### config.mk
export PLATFORM = sky130hd
export DESIGN_NAME = gb5_window
export DESIGN_NICKNAME = d
export VERILOG_FILES = /design/src/hdl/gb5_pkg.sv /design/src/hdl/gb5_window.sv
export SDC_FILE = /design/constraint.sdc
export NUM_CORES = 2
export LEC_CHECK = 0
export ABC_AREA = 1
export ABC_CLOCK_PERIOD_IN_PS = 32700
export BUFFER_PORTS_ARGS = -buffer_cell sky130_fd_sc_hd__buf_2
export CAP_MARGIN = 5
export CORE_MARGIN = 2
export CORE_UTILIZATION = 40
export CTS_CLUSTER_SIZE = 10
export DETAILED_ROUTE_END_ITERATION = 16
export GPL_TIMING_DRIVEN = 0
export PLACE_DENSITY_LB_ADDON = 0.05
export SYNTH_ARGS = -nofsm -noshare
export SYNTH_HDL_FRONTEND = slang
export SYNTH_SLANG_ARGS = --single-unit
### constraint.sdc
create_clock -name clock -period 32.7 [get_ports clock]
set_input_delay 9.81 -clock clock [delete_from_list [all_inputs] [get_ports clock]]
set_output_delay 9.81 -clock clock [all_outputs]
set_load 0.005 [all_outputs]
### src/hdl/gb5_pkg.sv
// ---------------------------------------------------------------------------
// gb5_pkg: shared constants and types of the 5x5 Gaussian blur unit
// Widths, register indexes, pipeline structs and the tap class lookup.
// ---------------------------------------------------------------------------
`default_nettype none

package gb5_pkg;

   localparam int KERNEL_SIZE    = 5;
   localparam int HALF           = KERNEL_SIZE / 2;
   localparam int LINES          = KERNEL_SIZE - 1;
   localparam int SLOT_BITS      = $clog2(LINES);
   localparam int MAX_WIDTH      = 2048;
   localparam int MAX_HEIGHT     = 2048;
   localparam int COL_BITS       = $clog2(MAX_WIDTH);
   localparam int DIM_BITS       = 12;
   localparam int POS_BITS       = DIM_BITS + 2;
   localparam int PIX_BITS       = 24;
   localparam int CHANNELS       = 3;
   localparam int COEF_BITS      = 16;
   localparam int COEF_FRAC_BITS = 16;
   localparam int NUM_CLASSES    = 6;
   localparam int CLASS_SUM_BITS = 11;
   localparam int PROD_BITS      = COEF_BITS + CLASS_SUM_BITS;
   localparam int ACC_BITS       = PROD_BITS + 3;
   localparam int CSR_IDX_BITS   = 3;
   localparam int CSR_DATA_BITS  = 16;

   typedef enum logic [CSR_IDX_BITS-1:0] {
      REG_IMAGE_WIDTH    = 3'd0,
      REG_IMAGE_HEIGHT   = 3'd1,
      REG_COEF_CENTER    = 3'd2,
      REG_COEF_EDGE_NEAR = 3'd3,
      REG_COEF_DIAG_NEAR = 3'd4,
      REG_COEF_EDGE_FAR  = 3'd5,
      REG_COEF_KNIGHT    = 3'd6,
      REG_COEF_CORNER    = 3'd7
   } csr_index_type;

   typedef logic [PIX_BITS-1:0] pixel_type;
   // Entry j holds the pixel of row r-j at one column; entry 0 is the newest row.
   typedef logic [KERNEL_SIZE-1:0][PIX_BITS-1:0] column_type;
   typedef logic [LINES:1][PIX_BITS-1:0] stack_type;
   typedef logic [NUM_CLASSES-1:0][COEF_BITS-1:0] coef_set_type;
   typedef logic [CHANNELS-1:0][NUM_CLASSES-1:0][CLASS_SUM_BITS-1:0] class_sums_type;

   // row_ok[j] covers row offset HALF-j, col_ok[k] covers column offset HALF-k.
   typedef struct packed {
      logic [KERNEL_SIZE-1:0] row_ok;
      logic [KERNEL_SIZE-1:0] col_ok;
      logic                   emit;
      logic                   frame_end;
   } tap_ctl_type;

   // Coefficient class of a tap by its squared distance, or -1 for none.
   function automatic int class_of(input int d2);
      int cls;
      case (d2)
         0:       cls = 0;
         1:       cls = 1;
         2:       cls = 2;
         4:       cls = 3;
         5:       cls = 4;
         8:       cls = 5;
         default: cls = -1;
      endcase
      return cls;
   endfunction

endpackage

`default_nettype wire

### src/hdl/gb5_window.sv
// ---------------------------------------------------------------------------
// gb5_window: 5x5 window and per-class tap sums
// Holds the newest column, shifts the window and adds masked taps by class.
// ---------------------------------------------------------------------------
`default_nettype none

module gb5_window (
   input  wire                          clock,
   input  wire                          reset,
   input  wire                          accept,
   input  wire  gb5_pkg::pixel_type     pix_in,
   input  wire  gb5_pkg::tap_ctl_type   ctl_in,
   input  wire  gb5_pkg::stack_type     stack,
   input  wire                          s3_ready,
   output logic                         s1_ready,
   output logic                         s2_valid,
   output gb5_pkg::class_sums_type      s2_sums,
   output logic                         s2_frame_end
);
   import gb5_pkg::*;

   logic            v1_ff, v1_in;
   pixel_type       pix1_ff;
   tap_ctl_type     ctl1_ff;
   column_type      win_ff [1:KERNEL_SIZE-1];
   column_type      col0;
   logic            v2_ff, v2_in;
   class_sums_type  sums_ff, sums_in;
   logic            fe2_ff;
   logic            s2_ready;
   logic            s1_leave;

   assign s2_ready = !v2_ff || s3_ready;
   assign s1_ready = !v1_ff || !ctl1_ff.emit || s2_ready;
   assign s1_leave = v1_ff && (!ctl1_ff.emit || s2_ready);
   assign v1_in    = s1_ready ? accept : v1_ff;
   assign v2_in    = s2_ready ? (v1_ff && ctl1_ff.emit) : v2_ff;

   always_comb begin
      col0[0] = pix1_ff;
      for (int j = 1; j < KERNEL_SIZE; j++) begin
         col0[j] = stack[j];
      end
   end

   always_comb begin
      column_type col;
      int         cls;
      int         d2;
      sums_in = '0;
      for (int k = 0; k < KERNEL_SIZE; k++) begin
         col = (k == 0) ? col0 : win_ff[k];
         for (int j = 0; j < KERNEL_SIZE; j++) begin
            d2  = (HALF - k) * (HALF - k) + (HALF - j) * (HALF - j);
            cls = class_of(d2);
            if (cls >= 0 && ctl1_ff.row_ok[j] && ctl1_ff.col_ok[k]) begin
               for (int ch = 0; ch < CHANNELS; ch++) begin
                  sums_in[ch][cls] = sums_in[ch][cls]
                     + CLASS_SUM_BITS'(col[j][8*ch +: 8]);
               end
            end
         end
      end
   end

   always_ff @(posedge clock) begin
      if (reset) begin
         v1_ff <= 1'b0;
         v2_ff <= 1'b0;
      end else begin
         v1_ff <= v1_in;
         v2_ff <= v2_in;
      end
   end

   always_ff @(posedge clock) begin
      if (accept && s1_ready) begin
         pix1_ff <= pix_in;
         ctl1_ff <= ctl_in;
      end
      if (s1_leave) begin
         win_ff[1] <= col0;
         for (int k = 2; k < KERNEL_SIZE; k++) begin
            win_ff[k] <= win_ff[k-1];
         end
      end
      if (s2_ready && v1_ff && ctl1_ff.emit) begin
         sums_ff <= sums_in;
         fe2_ff  <= ctl1_ff.frame_end;
      end
   end

   assign s2_valid     = v2_ff;
   assign s2_sums      = sums_ff;
   assign s2_frame_end = fe2_ff;

endmodule

`default_nettype wire

Word-level counts from Yosys, hierarchy flattened --
Memories as Yosys holds them, arrays and structs flattened. Cells that the tools add are included.
Storage, ports and cells: register bits after elaboration 237, RAM bits 480, output and inout bits 201, word-level logic and storage cells 163, memories 1
Operators by class: add/sub/neg operators 72, multiplexer cells 27, reduce and logical (&&, ||, !) cells 37
Memories:
- win_ff | depth 4, bits a word 120, read ports 4, clocked after Yosys merged registers in 0, write ports 4, line gb5_window.sv:25 | column_type win_ff [1:KERNEL_SIZE-1];
Operators by type and width (number):
- $mux 187 | 8
- $add 11x8->11 | 70
- $mux 176 | 4
- $mux 165 | 4
- $mux 154 | 4
- $mux 198 | 2
- $mux 196 | 1
- $mux 195 | 1
- $mux 143 | 1
- $logic_and 1x1->1 | 30
- $add 9x8->10 | 1
- $add 8x8->9 | 1
- $logic_or 1x1->1 | 4
- $logic_not 1->1 | 3
- $mux 1 | 2

Longest topological paths before layout --
word-level depth 50, mapped depth 54

Least setup slack after synthesis --
OpenSTA, ideal clock, no wires.
kind input -> output, start point input s3_ready, end point output s1_ready, data arrival time 10.194 ns, slack 12.696 ns, stages 4, path buffers 0, cells stage by stage nor2_1 inv_1 nor2_1 inv_1
Between the ends: word-level cells in the longest chain between the ends 2
RTL lines:
- start, declared | line gb5_window.sv:14 | input wire s3_ready,
- $logic_or 1x1->1 | line gb5_window.sv:33 | assign s2_ready = !v2_ff || s3_ready;
- $logic_or 1x1->1 | line gb5_window.sv:34 | assign s1_ready = !v1_ff || !ctl1_ff.emit || s2_ready;
- end, declared | line gb5_window.sv:15 | output logic s1_ready,
Every way passes these cells.

Worst setup path in the final report --
Ends and elaborated chain as after synthesis.

==> flow_metrics.py <==
metrics = {
    "outcome": {
        "status": "finished, final reports clean",
    },
    "grt": {
        "grt_pass1_wl_um": 217300,
        "grt.total_usage_pct": 25.49,
        "antenna_found_initial": 28,
        "grt_start_max_net_pins": 132,
        "overflow": 0,
        "grt_pass1_vias": 34309,
    },
    "place": {
        "place_ws_ns": 12.14,
        "routabilityCongestion": 0.9139,
        "port_buffers": 327,
        "dp_hpwl_um": 125700,
        "place_area_um2": 50220,
    },
    "worst_setup_path": {
        "start_kind": "input port",
        "end_kind": "primary output",
        "crit_buf_inv": 4,
        "r2r_cells": 47,
        "path_max_fanout": 3,
        "cp.depth": 6,
        "max_stage_delay_ns": 0.30,
        "critPathLaunch": "s3_ready",
        "path_class": "in -> out",
        "critPathTopFamily": "simple AND/OR/NAND/NOR gates",
        "cp_cell_sequence": "buf_2 -> nor2_1 -> inv_1 -> nor2_1 -> inv_1 -> buf_2",
        "r2r_slack_ns": 23.02,
        "cp.required_ns": 22.89,
        "cp_slowest_cell": "nor2_1",
        "cp.arrival_ns": 10.74,
        "crit_end": "s1_ready",
        "r2r-end": "s2_sums[120]",
        "r2r-start": "ctl1_ff[2]",
    },
    "logic_synthesis": {
        "syn-cell-area_um2": 46390,
        "synth_edf_count": 706,
        "synthAdderAreaFrac_pct": 14.76,
        "async_flop_share_pct": 0,
        "ys_seq_elements": 708,
        "yosysMostFrequentCell": "nand2_1",
        "synthTopCellsByArea": "edfxtp_1 (46%), ha_1 (12%), nand2_1 (10%)",
        "synth_ff_type": "edfxtp_1",
        "synth-warning-count": 0,
        "synthXorXnorAreaFrac_pct": 4.588,
        "syn_avg_cell_area_um2": 9.163,
        "synth_top_area_cell": "edfxtp_1",
        "seq_area_frac_synth_pct": 45.78,
        "synth_compound_area_share_pct": 11.37,
        "synth_cells": 5063,
        "synth_cell_types": 57,
        "synth_mux_area_share_pct": 0,
        "synth_common_cells": "nand2_1 (1244), edfxtp_1 (706), inv_1 (604)",
        "synth_simple_gate_area_share_pct": 17.25,
        "synth_top_family_by_area": "simple AND/OR/NAND/NOR gates",
        "synth_top_cell_area_share_pct": 45.70,
    },
    "floorplanning": {
        "die_area_um2": 118700,
        "die_w_um": 344.6,
        "fp.dieH_um": 344.6,
        "core_area_um2": 114700,
        "pin_count": 337,
        "initial_utilization_pct": 40.46,
        "rows": 124,
    },
    "cts": {
        "ctsResizeCount": 0,
        "clk_latency_ns": 0.69,
        "clk_pin_slew_ns": 0.06,
        "clockRootBuffer": "clkbuf_16",
        "cts_made_buffers": 88,
        "cts_tree": "done",
        "postCtsSetupRepairBufs": 0,
        "clk_path_buf_depth": 3,
        "cts_hold_buf": 0,
        "clock-sinks": 708,
        "cts-htree-levels": 3,
    },
    "detailed_routing": {
        "routed_wl_um": 152700,
        "antenna_left": 0,
        "wl_per_cell_um": 21.65,
        "first_pass_iters": 5,
        "num_vias": 36216,
        "avgViaCountPerCell": 5.134,
        "drt_iter0_markers": 2986,
        "drcViolationCount": 0,
    },
    "cells_and_area": {
        "drive_above_1_share_pct": 11.39,
        "fill_cells": 11142,
        "layout.nets": 6148,
        "area_delta_synth_final_pct": 13.91,
        "utilization_pct": 46.09,
        "stdcell_area_um2": 52850,
    },
    "timing": {
        "hold_viol": 0,
        "worst_slew_pin_slew_ns": 0.9988,
        "fin_crit_ns": 20.55,
        "fmax_mhz": 48.66,
        "slew_headroom_pct": 33.41,
        "worst_slack_ns": 12.15,
        "finalCritPeriodShare_pct": 62.84,
        "rsz0062_at_grt": "false",
        "drv_slew": 0,
        "setup_violations": 0,
        "tns_ns": 0,
        "skew_ns": 0.02606,
    },
    "worst_hold_path": {
        "hold_start": "ctl1_ff[0]",
        "hold_path_class": "reg -> reg",
    },
    "pwr": {
        "peakVddDrop_v": 0.00003713,
        "cellPowerDensity_nw_per_um2": 49.91,
        "leakagePower_nw": 24.02,
    },
    "flow_run": {
        "drv_cap": 0,
    },
}
per-layer routing:
metal  wire length, um  GRT usage, %
met4              4388         8.062
met5                16             0
met3             10760         4.591
met1             68460         35.06
met2             69090         40.73
per-stage QoR:
stage               power (W)  std cells  hold slack [ns]
floorplan            0.001558       5071           0.4003
global placement     0.001752       6910           0.4066
detailed placement   0.001736       6921           0.4090
CTS                  0.002660       7052           0.4228
global route         0.002781       7052           0.4442
finish               0.002637       7054           0.4209
worst reg2reg max path, delay by kind of cell (launching register included):
| family | cells | cell delay (ns) |
|---|---|---|
| buffers and inverters | 6 | 0.82 |
| flip-flops | 1 | 1.00 |
| adder cells (fa/ha/maj) | 8 | 2.55 |
| XOR/XNOR | 4 | 0.66 |
| AND/OR/NAND/NOR | 18 | 2.30 |
| AO/OA/AOI/OAI | 11 | 2.10 |
worst min-delay path by stage:
stage	to	slack, ns	cells past startpoint
6_report	s2_frame_end	0.42	0
4_1_cts	s2_frame_end	0.42	0
3_5_place_dp	s2_frame_end	0.41	0
5_1_grt	s2_frame_end	0.44	0
2_1_floorplan	s2_frame_end	0.40	0
3_3_place_gp	s2_frame_end	0.41	0
area by class of cell:
cell class / instances / area, um^2 / share of cell area [%]
diodes: 2 / 5.005 / 0.009471
multi-input cells: 3626 / 22300 / 42.20
plain buffers: 116 / 561.8 / 1.063
inverters: 621 / 2344 / 4.435
flip-flops and latches: 708 / 21240 / 40.19
repair buffers: 338 / 1887 / 3.570
clock inverters: 30 / 345.3 / 0.6535
well taps: 1512 / 1892 / 3.580
clock buffers: 101 / 2272 / 4.300
layout by cell type (no fill, tap or decap), drive strengths merged, types with 10 or more instances in the layout:
cell    synthesis  layout
nand2        1265    1265
edfxtp        706     706
inv           616     618
ha            456     456
o21ai         412     412
buf            47     385
a21oi         330     330
nor2          306     306
nand3         225     225
clkbuf         69     170
xor2          130     130
xnor2         113     113
fa             57      57
or2            45      45
a31oi          38      38
a21o           33      33
o21bai         32      32
clkinv          5      28
nor3           25      25
nand4          24      24
nand3b         23      23
o22ai          20      20
a21boi         15      15
and2           15      15
o21a           15      15
o31ai          10      10
a211oi         10      10
power by group:
part,internal (W),total [W],switching (W)
clock,0.000525,0.000915,0.000390
combinational,0.000232,0.000633,0.000401
sequential,0.00105,0.00109,0.0000366
total,0.00181,0.00264,0.000828
cells by family after synthesis:
kind of cell | count (synthesis)
adder cells (fa/ha/maj) | 513
AO/OA/AOI/OAI | 926
AND/OR/NAND/NOR | 1935
other | 1
buffers and inverters | 737
XOR/XNOR | 243
flip-flops | 708
flip-flops by register name, indices dropped and copies added, names as in the netlist:
register	cells
ctl1_ff	12
v1_ff	1
pix1_ff	24
s2_frame_end	1
s2_sums	189
s2_valid	1
win_ff	480
No activity file was read; power rests on OpenSTA's default activity.
